===== src/sv/cekc_pkg.sv =====
// Shared types and constants for the clamped-edge kernel convolution block.
// Used by cekc_mac and clamped_edge_kernel_convolution; depends on nothing.
`default_nettype none

package cekc_pkg;

   // Fixed field widths.
   localparam int OP_W    = 2;
   localparam int COORD_W = 10;
   localparam int PIX_W   = 16;
   localparam int KIDX_W  = 4;
   localparam int COEF_W  = 16;
   localparam int RES_W   = 32;
   localparam int DIM_W   = 11;
   localparam int KSZ_W   = 4;
   localparam int CSR_IDX_W = 2;

   // Signed width for tap coordinates before clamping (covers sizes up to 4096).
   localparam int CW = 15;

   // Product of unsigned pixel and signed coefficient, and the running sum.
   localparam int PROD_W = PIX_W + COEF_W + 1;
   localparam int ACC_W  = 42;
   localparam int FRAC_BITS = 12;

   typedef enum logic [OP_W-1:0] {
      OP_WRITE_COEFF = 2'd0,
      OP_WRITE_PIXEL = 2'd1,
      OP_COMPUTE     = 2'd2,
      OP_NONE        = 2'd3
   } opcode_type;

   typedef enum logic [CSR_IDX_W-1:0] {
      CSR_IMAGE_WIDTH  = 2'd0,
      CSR_IMAGE_HEIGHT = 2'd1,
      CSR_KERNEL_SIZE  = 2'd2,
      CSR_UNUSED       = 2'd3
   } csr_index_type;

   typedef enum logic [2:0] {
      ST_IDLE,
      ST_ISSUE,
      ST_DRAIN,
      ST_ROUND,
      ST_EMIT
   } state_type;

   typedef struct packed {
      opcode_type                 opcode;
      logic [COORD_W-1:0]         x_coord;
      logic [COORD_W-1:0]         y_coord;
      logic [PIX_W-1:0]           pixel_value;
      logic [KIDX_W-1:0]          coeff_row;
      logic [KIDX_W-1:0]          coeff_col;
      logic signed [COEF_W-1:0]   coeff_value;
   } req_payload_type;

   typedef struct packed {
      logic signed [RES_W-1:0] filtered_value;
      logic                    saturated;
   } rsp_payload_type;

   // Control from the sequencer to the multiply-accumulate unit.
   typedef struct packed {
      logic clear;      // start of a new sum
      logic tap_valid;  // pixel and coefficient inputs hold a tap
      logic round_en;   // take magnitude and round the final sum
      logic emit;       // saturate and load the result register
   } mac_ctl_type;

endpackage

`default_nettype wire


===== src/sv/cekc_mac.sv =====
// Shared multiply-accumulate unit with rounding and saturation of the final sum.
// Depends on cekc_pkg.
`default_nettype none

module cekc_mac
   import cekc_pkg::*;
(
   input  wire logic                      clock,
   input  wire logic                      reset,
   input  wire mac_ctl_type               ctl,
   input  wire logic [PIX_W-1:0]          pixel,
   input  wire logic signed [COEF_W-1:0]  coeff,
   output rsp_payload_type                result
);

   localparam logic [ACC_W-1:0] HALF_LSB = ACC_W'(1) << (FRAC_BITS - 1);
   localparam logic [ACC_W-1:0] POS_MAX  = ACC_W'(32'h7FFF_FFFF);
   localparam logic [ACC_W-1:0] NEG_MAX  = ACC_W'(32'h8000_0000);

   logic signed [PROD_W-1:0] prod_ff;
   logic                     prod_vld_ff;
   logic signed [ACC_W-1:0]  acc_ff;
   logic [ACC_W-1:0]         rnd_ff;
   logic                     neg_ff;
   rsp_payload_type          result_ff;

   logic [ACC_W-1:0]         mag;
   logic signed [ACC_W-1:0]  prod_ext;
   logic                     sat;
   logic [RES_W-1:0]         mag_out;

   assign prod_ext = ACC_W'(prod_ff);
   assign mag      = acc_ff[ACC_W-1] ? ACC_W'(-acc_ff) : ACC_W'(acc_ff);

   always_comb begin
      sat     = 1'b0;
      mag_out = rnd_ff[RES_W-1:0];
      if (!neg_ff && rnd_ff > POS_MAX) begin
         sat     = 1'b1;
         mag_out = POS_MAX[RES_W-1:0];
      end else if (neg_ff && rnd_ff > NEG_MAX) begin
         sat     = 1'b1;
         mag_out = NEG_MAX[RES_W-1:0];
      end
   end

   always_ff @(posedge clock) begin
      if (reset) begin
         prod_vld_ff <= 1'b0;
      end else begin
         prod_vld_ff <= ctl.tap_valid;
      end
   end

   always_ff @(posedge clock) begin
      prod_ff <= signed'({1'b0, pixel}) * coeff;
      if (ctl.clear) begin
         acc_ff <= '0;
      end else if (prod_vld_ff) begin
         acc_ff <= acc_ff + prod_ext;
      end
      if (ctl.round_en) begin
         neg_ff <= acc_ff[ACC_W-1];
         rnd_ff <= (mag + HALF_LSB) >> FRAC_BITS;
      end
      if (ctl.emit) begin
         result_ff.filtered_value <= neg_ff ? signed'(-mag_out) : signed'(mag_out);
         result_ff.saturated      <= sat;
      end
   end

   assign result = result_ff;

endmodule

`default_nettype wire


===== config.mk =====
export PLATFORM = sky130hd
export DESIGN_NAME = cekc_mac
export DESIGN_NICKNAME = d
export VERILOG_FILES = /design/src/sv/cekc_pkg.sv /design/src/sv/cekc_mac.sv
export SDC_FILE = /design/constraint.sdc
export NUM_CORES = 1
export LEC_CHECK = 0
export BUFFER_PORTS_ARGS = -buffer_cell sky130_fd_sc_hd__buf_2
export CAP_MARGIN = 15
export CELL_PAD_IN_SITES_DETAIL_PLACEMENT = 1
export CELL_PAD_IN_SITES_GLOBAL_PLACEMENT = 2
export CORE_ASPECT_RATIO = 0.9
export CORE_MARGIN = 3
export CORE_UTILIZATION = 44
export CTS_CLUSTER_SIZE = 30
export DETAILED_ROUTE_END_ITERATION = 8
export PLACE_DENSITY_LB_ADDON = 0.12
export SYNTH_ARGS = -nofsm -noshare
export SYNTH_HDL_FRONTEND = slang
export SYNTH_SLANG_ARGS = --single-unit

===== constraint.sdc =====
create_clock -name clock -period 12.4 [get_ports clock]
set_input_delay 0 -clock clock [delete_from_list [all_inputs] [get_ports clock]]
set_output_delay 0 -clock clock [all_outputs]
set_load 0.01 [all_outputs]

==> results of run 1 <==
layout make-up:
cell class	count	area, um2	share of cell area [%]
sequential	139	3410	18.4
clock buffer	17	425	2.30
multi-input combinational	1418	12500	67.4
clock inverter	15	128	0.689
timing repair buffer	74	388	2.09
inverter	273	1020	5.53
tap	525	657	3.55
logic make-up (layout without fill, tap and decap cells):
family	count (synthesis)	in the layout	synth area share, %
AND/OR/NAND/NOR	590	590	17.6
AO/OA/AOI/OAI	296	296	11.3
adder cells (fa/ha/maj)	360	360	34.6
XOR/XNOR	141	141	7.21
flip-flops	139	139	19.8
buffers and inverters	351	379	7.72
other	1	1	0.0218
multiplexers	30	30	1.75
cell usage in the layout, fill, tap and decap left out, types with 28 or more instances in the layout:
| cell type | netlist | routed |
|---|---|---|
| sky130_fd_sc_hd__a21o_1 | 34 | 34 |
| sky130_fd_sc_hd__a21oi_1 | 79 | 79 |
| sky130_fd_sc_hd__and2_1 | 125 | 125 |
| sky130_fd_sc_hd__buf_2 | 4 | 69 |
| sky130_fd_sc_hd__dfxtp_1 | 76 | 75 |
| sky130_fd_sc_hd__edfxtp_1 | 63 | 63 |
| sky130_fd_sc_hd__fa_1 | 195 | 195 |
| sky130_fd_sc_hd__ha_1 | 165 | 165 |
| sky130_fd_sc_hd__inv_1 | 272 | 272 |
| sky130_fd_sc_hd__mux2i_1 | 29 | 29 |
| sky130_fd_sc_hd__nand2_1 | 201 | 201 |
| sky130_fd_sc_hd__nand3_1 | 29 | 29 |
| sky130_fd_sc_hd__nor2_1 | 99 | 99 |
| sky130_fd_sc_hd__o21ai_0 | 56 | 56 |
| sky130_fd_sc_hd__xnor2_1 | 112 | 112 |
| sky130_fd_sc_hd__xor2_1 | 28 | 28 |
worst paths after layout:
kind | endpoint | slack (ns)
setup reg to reg | acc_ff[41] | 8.32
hold reg to reg | result[1] | 0.52
setup / recovery | prod_ff[32] | 6.47
hold / removal | prod_ff[0] | 0.05
state kept, by name (all words and copies together) (netlist names):
signal / flops
prod_ff: 33
result: 32
prod_vld_ff: 1
rnd_ff: 30
acc_ff: 42
neg_ff: 1
through the flow:
step | setup WS, ns | power, mW | util [%] | instances | cell area (um2)
after global routing | 6.08 | 5.71 | 48.2 | 2461 | 18500
final | 6.47 | 5.07 | 48.2 | 2461 | 18500
after detailed placement | 6.01 | 4.62 | 46.7 | 2427 | 17900
after CTS | 6.47 | 5.14 | 48.2 | 2461 | 18500
after floorplan | 6.68 | 3.73 | - | 1908 | 17200
after global placement | 6.22 | 4.52 | 46.7 | 2427 | 17900
power by group:
part | leakage, nW | switching, mW | internal [mW]
clock | 0.269 | 0.217 | 0.263
sequential | 1.26 | 0.128 | 0.685
combinational | 7.06 | 2.15 | 1.63
timing repair:
item,CTS,global route
gates resized for setup,0,0
endpoints found under the hold margin,1,0
hold buffers,2,0
critical path: stages:
cell                      delay (ns)
sky130_fd_sc_hd__buf_2          0.17
sky130_fd_sc_hd__inv_1          0.36
sky130_fd_sc_hd__nor2_1         0.15
sky130_fd_sc_hd__fa_1           0.55
sky130_fd_sc_hd__fa_1           0.54
sky130_fd_sc_hd__fa_1           0.53
sky130_fd_sc_hd__fa_1           0.52
sky130_fd_sc_hd__fa_1           0.54
sky130_fd_sc_hd__inv_1          0.05
sky130_fd_sc_hd__fa_1           0.53
sky130_fd_sc_hd__inv_1          0.04
sky130_fd_sc_hd__ha_1           0.35
sky130_fd_sc_hd__and3_1         0.28
sky130_fd_sc_hd__nand3_1        0.13
sky130_fd_sc_hd__or3_1          0.41
sky130_fd_sc_hd__o21a_1         0.23
sky130_fd_sc_hd__o221a_2        0.26
sky130_fd_sc_hd__a21oi_1        0.24
sky130_fd_sc_hd__a21o_1         0.16
sky130_fd_sc_hd__a21oi_1        0.07
sky130_fd_sc_hd__xnor2_1        0.12
Yosys cell counts (5+ instances only):
master                     number  area (um2)
sky130_fd_sc_hd__ha_1         165        2060
sky130_fd_sc_hd__nor4_1        12        75.1
sky130_fd_sc_hd__xor2_1        28         245
sky130_fd_sc_hd__inv_1        272        1020
sky130_fd_sc_hd__nor3_1        20         100
sky130_fd_sc_hd__a21o_1        34         255
sky130_fd_sc_hd__nand3_1       29         145
sky130_fd_sc_hd__a211oi_1       9        67.6
sky130_fd_sc_hd__nor2b_1        7        43.8
sky130_fd_sc_hd__fa_1         195        3900
sky130_fd_sc_hd__nand2b_1      18         113
sky130_fd_sc_hd__mux2i_1       29         290
sky130_fd_sc_hd__clkbuf_1      65         244
sky130_fd_sc_hd__edfxtp_1      63        1890
sky130_fd_sc_hd__nand2_1      201         754
sky130_fd_sc_hd__o31ai_1       18         135
sky130_fd_sc_hd__buf_1          7        26.3
sky130_fd_sc_hd__a21oi_1       79         395
sky130_fd_sc_hd__dfxtp_1       76        1520
sky130_fd_sc_hd__o41ai_1        5        43.8
sky130_fd_sc_hd__o22ai_1        9        56.3
sky130_fd_sc_hd__o21bai_1      20         150
sky130_fd_sc_hd__nor2_1        99         372
sky130_fd_sc_hd__xnor2_1      112         981
sky130_fd_sc_hd__or4_1         10        75.1
sky130_fd_sc_hd__a31oi_1       12        75.1
sky130_fd_sc_hd__or3_1         14        87.6
sky130_fd_sc_hd__o21ai_0       56         280
sky130_fd_sc_hd__and3_1        10        62.6
sky130_fd_sc_hd__nand4_1       11        68.8
sky130_fd_sc_hd__and2_1       125         782
sky130_fd_sc_hd__o21a_1         6        45.0
layer usage:
metal  vias up  wire length, um  share of wire (%)  track usage [%]
li1       6327                -                  -                -
met1      6510            21000                 49             29.7
met2       190            20300                 47             36.6
met3        28             1230                2.9             2.55
met4         0              401               0.93             3.72
met5         -                0                  0                0
==> qor.json, run 1 <==
{
  "logic_synthesis": {
    "synth.distinct_cells": 84,
    "ff_latch_count_synth": 139,
    "synth.avg_cell_area_um2": 9.03,
    "synth_async_sr_flop_share_pct": 0,
    "synthCells": 1908,
    "synth.yosys.seq_area_share_pct": 19.8,
    "synth_top_flop_cell": "sky130_fd_sc_hd__dfxtp_1",
    "synth-edff-count": 63,
    "synth_area_um2": 17200,
    "yosysWarnings": 0,
    "synth_nets": 2306
  },
  "drt": {
    "firstDrtPassIters": 5,
    "antenna_violating_nets_post_route": 0,
    "wire_length_per_cell_after_detailed_routing_um": 17.5,
    "dr.first_iter.drc_count": 627,
    "detail_route.vias_per_cell": 5.30,
    "wire_length_after_detailed_routing_um": 43000,
    "vias": 13100,
    "route.detailed.drc": 0
  },
  "floorplanning": {
    "pin_count": 71,
    "rows": 68,
    "start_util_pct": 44.8,
    "design.die.area_um2": 41600,
    "coreArea_um2": 38500,
    "die_h_um": 194,
    "dieWidth_um": 215
  },
  "global_routing": {
    "vias_in_the_first_global_route": 14200,
    "grt_pass1_wl_um": 73500,
    "grt_max_degree": 54,
    "grtUsageTotal_pct": 21.4,
    "antenna_found_initial": 0,
    "globalRouteOverflowTotal": 0
  },
  "status": {
    "status": "completed"
  },
  "cts": {
    "clock-sinks": 139,
    "clock_buffer_depth": 2,
    "clockRootBuffer": "sky130_fd_sc_hd__clkbuf_16",
    "clock_tree_from_tritoncts": "done",
    "clk_latency_ns": 0.43,
    "postCtsSetupBuffers": 0,
    "cts_buffers": 17,
    "h-tree-depth": 4,
    "cts.clk_slew.worst_paths_ns": 0.07
  },
  "worst_setup_path": {
    "worst_setup_path_start_kind": "input pin",
    "r2r_cells": 11,
    "worst_r2r_startpoint": "acc_ff[12]",
    "critical_path.startpoint": "coeff[15]",
    "path_max_fanout": 11,
    "timing_worst_setup_path_type": "in -> reg",
    "req_time_crit_path_ns": 12.72,
    "critPathCaptureType": "flip-flop",
    "critPathArrivalTime_ns": 6.25
  },
  "sta": {
    "relSlewSlack_pct": 40.3,
    "fmax_mhz": 169,
    "setup_viol": 0,
    "period_needed_ns": 5.93,
    "post-route-period-util_pct": 47.8,
    "clock-skew-final_ns": 0.0171,
    "timing.setup.tns_ns": 0,
    "rsz0062_at_grt": "false",
    "timing_hold_violations_final": 0,
    "worst_hold_slack_ns": 0.0475,
    "finalMaxSlewViolations": 0,
    "tightestPinTransition_ns": 0.888
  },
  "min_path": {
    "worst_hold_path_type": "in -> reg",
    "min_path_cells": 2,
    "hp-start": "coeff[0]"
  },
  "final_layout": {
    "fillerInstances": 4599,
    "layout-drive-gt1-share_pct": 7.02,
    "area_delta_synth_final_pct": 7.51,
    "n_antenna_cell": 0,
    "num-nets-final": 2321
  },
  "place": {
    "place.port_buffers": 69,
    "dp_hpwl_um": 35700,
    "gp_congestion": 0.842
  },
  "power": {
    "cellPowerDensity_nw_per_um2": 274,
    "p_leak_nw": 8.60,
    "power.ir.vdd_worst_mv": 0.218
  },
  "job": {
    "maxCapViolations": 0
  }
}
(Power assumes the default switching activity.)
==> inputs of run 2 (changes only) <==
--- a/config.mk
+++ b/config.mk
@@ -11,7 +11,7 @@
 export CELL_PAD_IN_SITES_GLOBAL_PLACEMENT = 2
 export CORE_ASPECT_RATIO = 0.9
 export CORE_MARGIN = 3
-export CORE_UTILIZATION = 44
+export CORE_UTILIZATION = 41
 export CTS_CLUSTER_SIZE = 30
 export DETAILED_ROUTE_END_ITERATION = 8
 export PLACE_DENSITY_LB_ADDON = 0.12
==> constraint.sdc (replaced) <==
create_clock -name clock -period 5.5 [get_ports clock]
set_input_delay 0 -clock clock [delete_from_list [all_inputs] [get_ports clock]]
set_output_delay 0 -clock clock [all_outputs]
set_load 0.01 [all_outputs]
==> run 2 against run 1 <==
Against the previous run: core utilization is 0.21 points lower; largest power group unchanged; hold slack worse by 0.00061 ns; setup slack worse by 6.3 ns; die area is 7.1% higher; combinational power grew to 2.8 times the previous value; sequential share of layout area is 1.1 points lower; final cell count is 5.2% higher; sequential power is 130% higher; count of clock-buffer cells in the layout is 1 higher; non-clock buffer count is 114 higher; design area is 6.3% higher; register-to-register slack worse by 6.7 ns.
==> qor.json, run 2 (synthesized netlist as in run 1, its figures left out) <==
{
  "status": {
    "status": "completed"
  },
  "floorplanning": {
    "design.die.area_um2": 44500,
    "dieWidth_um": 222,
    "die_h_um": 200,
    "pin_count": 71,
    "coreArea_um2": 41100,
    "rows": 70,
    "start_util_pct": 41.9
  },
  "sta": {
    "finalMaxSlewViolations": 0,
    "tightestPinTransition_ns": 0.734,
    "setup_viol": 0,
    "timing_hold_violations_final": 0,
    "post-route-period-util_pct": 97.2,
    "period_needed_ns": 5.35,
    "fmax_mhz": 187,
    "clock-skew-final_ns": 0.0119,
    "relSlewSlack_pct": 50.4,
    "timing.setup.tns_ns": 0
  },
  "min_path": {
    "worst_hold_path_type": "in -> reg",
    "hp-start": "coeff[0]"
  },
  "drt": {
    "vias": 13400,
    "wire_length_after_detailed_routing_um": 44300,
    "detail_route.vias_per_cell": 5.17,
    "dr.first_iter.drc_count": 390,
    "antenna_violating_nets_post_route": 0,
    "wire_length_per_cell_after_detailed_routing_um": 17.1,
    "route.detailed.drc": 0,
    "firstDrtPassIters": 5
  },
  "final_layout": {
    "final-seq-area_um2": 3410,
    "area_delta_synth_final_pct": 14.3,
    "layout.cells.most_common_list": "sky130_fd_sc_hd__inv_1 (270), sky130_fd_sc_hd__nand2_1 (201), sky130_fd_sc_hd__fa_1 (192)",
    "largest_register_ffs": 42,
    "multi_input_comb_area_um2": 12700,
    "fillerInstances": 4797,
    "final_cell_count_no_fill": 2589,
    "num-nets-final": 2435,
    "final_design_area_no_fill_um2": 19700,
    "layout-drive-gt1-share_pct": 13.8,
    "n_antenna_cell": 0,
    "registers.top_by_ff_count": "acc_ff",
    "commonest_non_fill_non_tap_cell_in_the_layout": "sky130_fd_sc_hd__inv_1"
  },
  "cts": {
    "clock_tree_from_tritoncts": "done",
    "clock-sinks": 139,
    "clk_latency_ns": 0.43,
    "clockRootBuffer": "sky130_fd_sc_hd__clkbuf_16",
    "h-tree-depth": 4,
    "clock_buffer_depth": 2,
    "cts.clk_slew.worst_paths_ns": 0.06,
    "cts_buffers": 17
  },
  "worst_setup_path": {
    "cp_common_cell": "sky130_fd_sc_hd__fa_1",
    "timing_worst_setup_path_type": "in -> reg",
    "critical_path.max_stage_delay_ns": 0.57,
    "critPathCaptureType": "flip-flop",
    "crit_path_top_delay_cell": "sky130_fd_sc_hd__fa_1",
    "critPathArrivalTime_ns": 5.67,
    "path_max_fanout": 5,
    "req_time_crit_path_ns": 5.82,
    "worst_r2r_startpoint": "acc_ff[1]",
    "worst_setup_path_start_kind": "input pin",
    "critical_path.startpoint": "pixel[12]",
    "ordered_cell_list_for_the_critical_path": "buf_2, buf_6, and2_4, fa_1, inv_2, fa_2, inv_1, fa_1, fa_2, fa_1, inv_1, fa_1, inv_1, ha_4, and3_4, nand3_4, or3_4, o21a_1, o221a_4, a21oi_4, a21o_1, a21oi_2, xnor2_1"
  },
  "power": {
    "power.ir.vdd_worst_mv": 0.574,
    "p_leak_nw": 9.21,
    "cellPowerDensity_nw_per_um2": 702
  },
  "place": {
    "place.port_buffers": 69,
    "post_dp_cell_area_um2": 18800,
    "place_inst": 2550,
    "gp_congestion": 0.857,
    "dp_hpwl_um": 37400
  },
  "job": {
    "maxCapViolations": 0
  },
  "global_routing": {
    "vias_in_the_first_global_route": 14500,
    "grtUsageTotal_pct": 20.1,
    "globalRouteOverflowTotal": 0,
    "antenna_found_initial": 0,
    "grt_pass1_wl_um": 74500,
    "grt_max_degree": 54
  }
}
[run 2: worst max-delay path, delay by kind of cell]
kind	cells	cell delay, ns
AO/OA/AOI/OAI	5	0.84
adder cells (fa/ha/maj)	7	3.43
AND/OR/NAND/NOR	4	0.80
buffers and inverters	6	0.48
XOR/XNOR	1	0.12
[run 2: worst paths after layout]
kind | endpoint | slack (ns) | cells past startpoint
min reg2reg | result[1] | 0.53 | 0
max reg2reg | rnd_ff[17] | 1.59 | 12
min | prod_ff[0] | 0.05 | 2
max | prod_ff[32] | 0.15 | 23
[run 2: per-stage QoR]
step	setup WS (ns)	hold slack, ns	util [%]	total power [mW]
3_5_place_dp	-0.444	0.154	45.8	12.0
4_1_cts	0.0156	0.0196	47.4	13.3
2_1_floorplan	0.00496	0.0716	-	8.60
6_report	0.152	0.0469	48.0	13.8
3_3_place_gp	-0.340	0.149	45.8	11.7
5_1_grt	-0.0748	0.0538	48.0	15.3
[run 2: power by group]
part           leakage (nW)  internal, mW  switching (mW)
combinational          7.64          5.13            5.59
clock                 0.309         0.807           0.445
sequential             1.26          1.55           0.299
[run 2: what timing repair did]
item / CTS / global route
hold buffers: 2 / 0
endpoints found under the hold margin: 1 / 0
buffers inserted: 0 / 6
endpoints found under the setup margin: 0 / 9
resized for setup: 0 / 48
[run 2: final cells by class]
class	count	area share, %
multi-input combinational	1418	64.3
timing repair buffer	188	6.46
sequential	139	17.3
clock buffer	18	2.18
tap	540	3.43
clock inverter	13	1.09
inverter	273	5.22
[run 2: routing by layer]
layer  wire (um)  GRT usage [%]  vias up
met4         550           3.84        0
met3         851           2.00       36
li1            -              -     6552
met5           0              0        -
met2       21200           34.7      147
met1       21600           27.8     6651
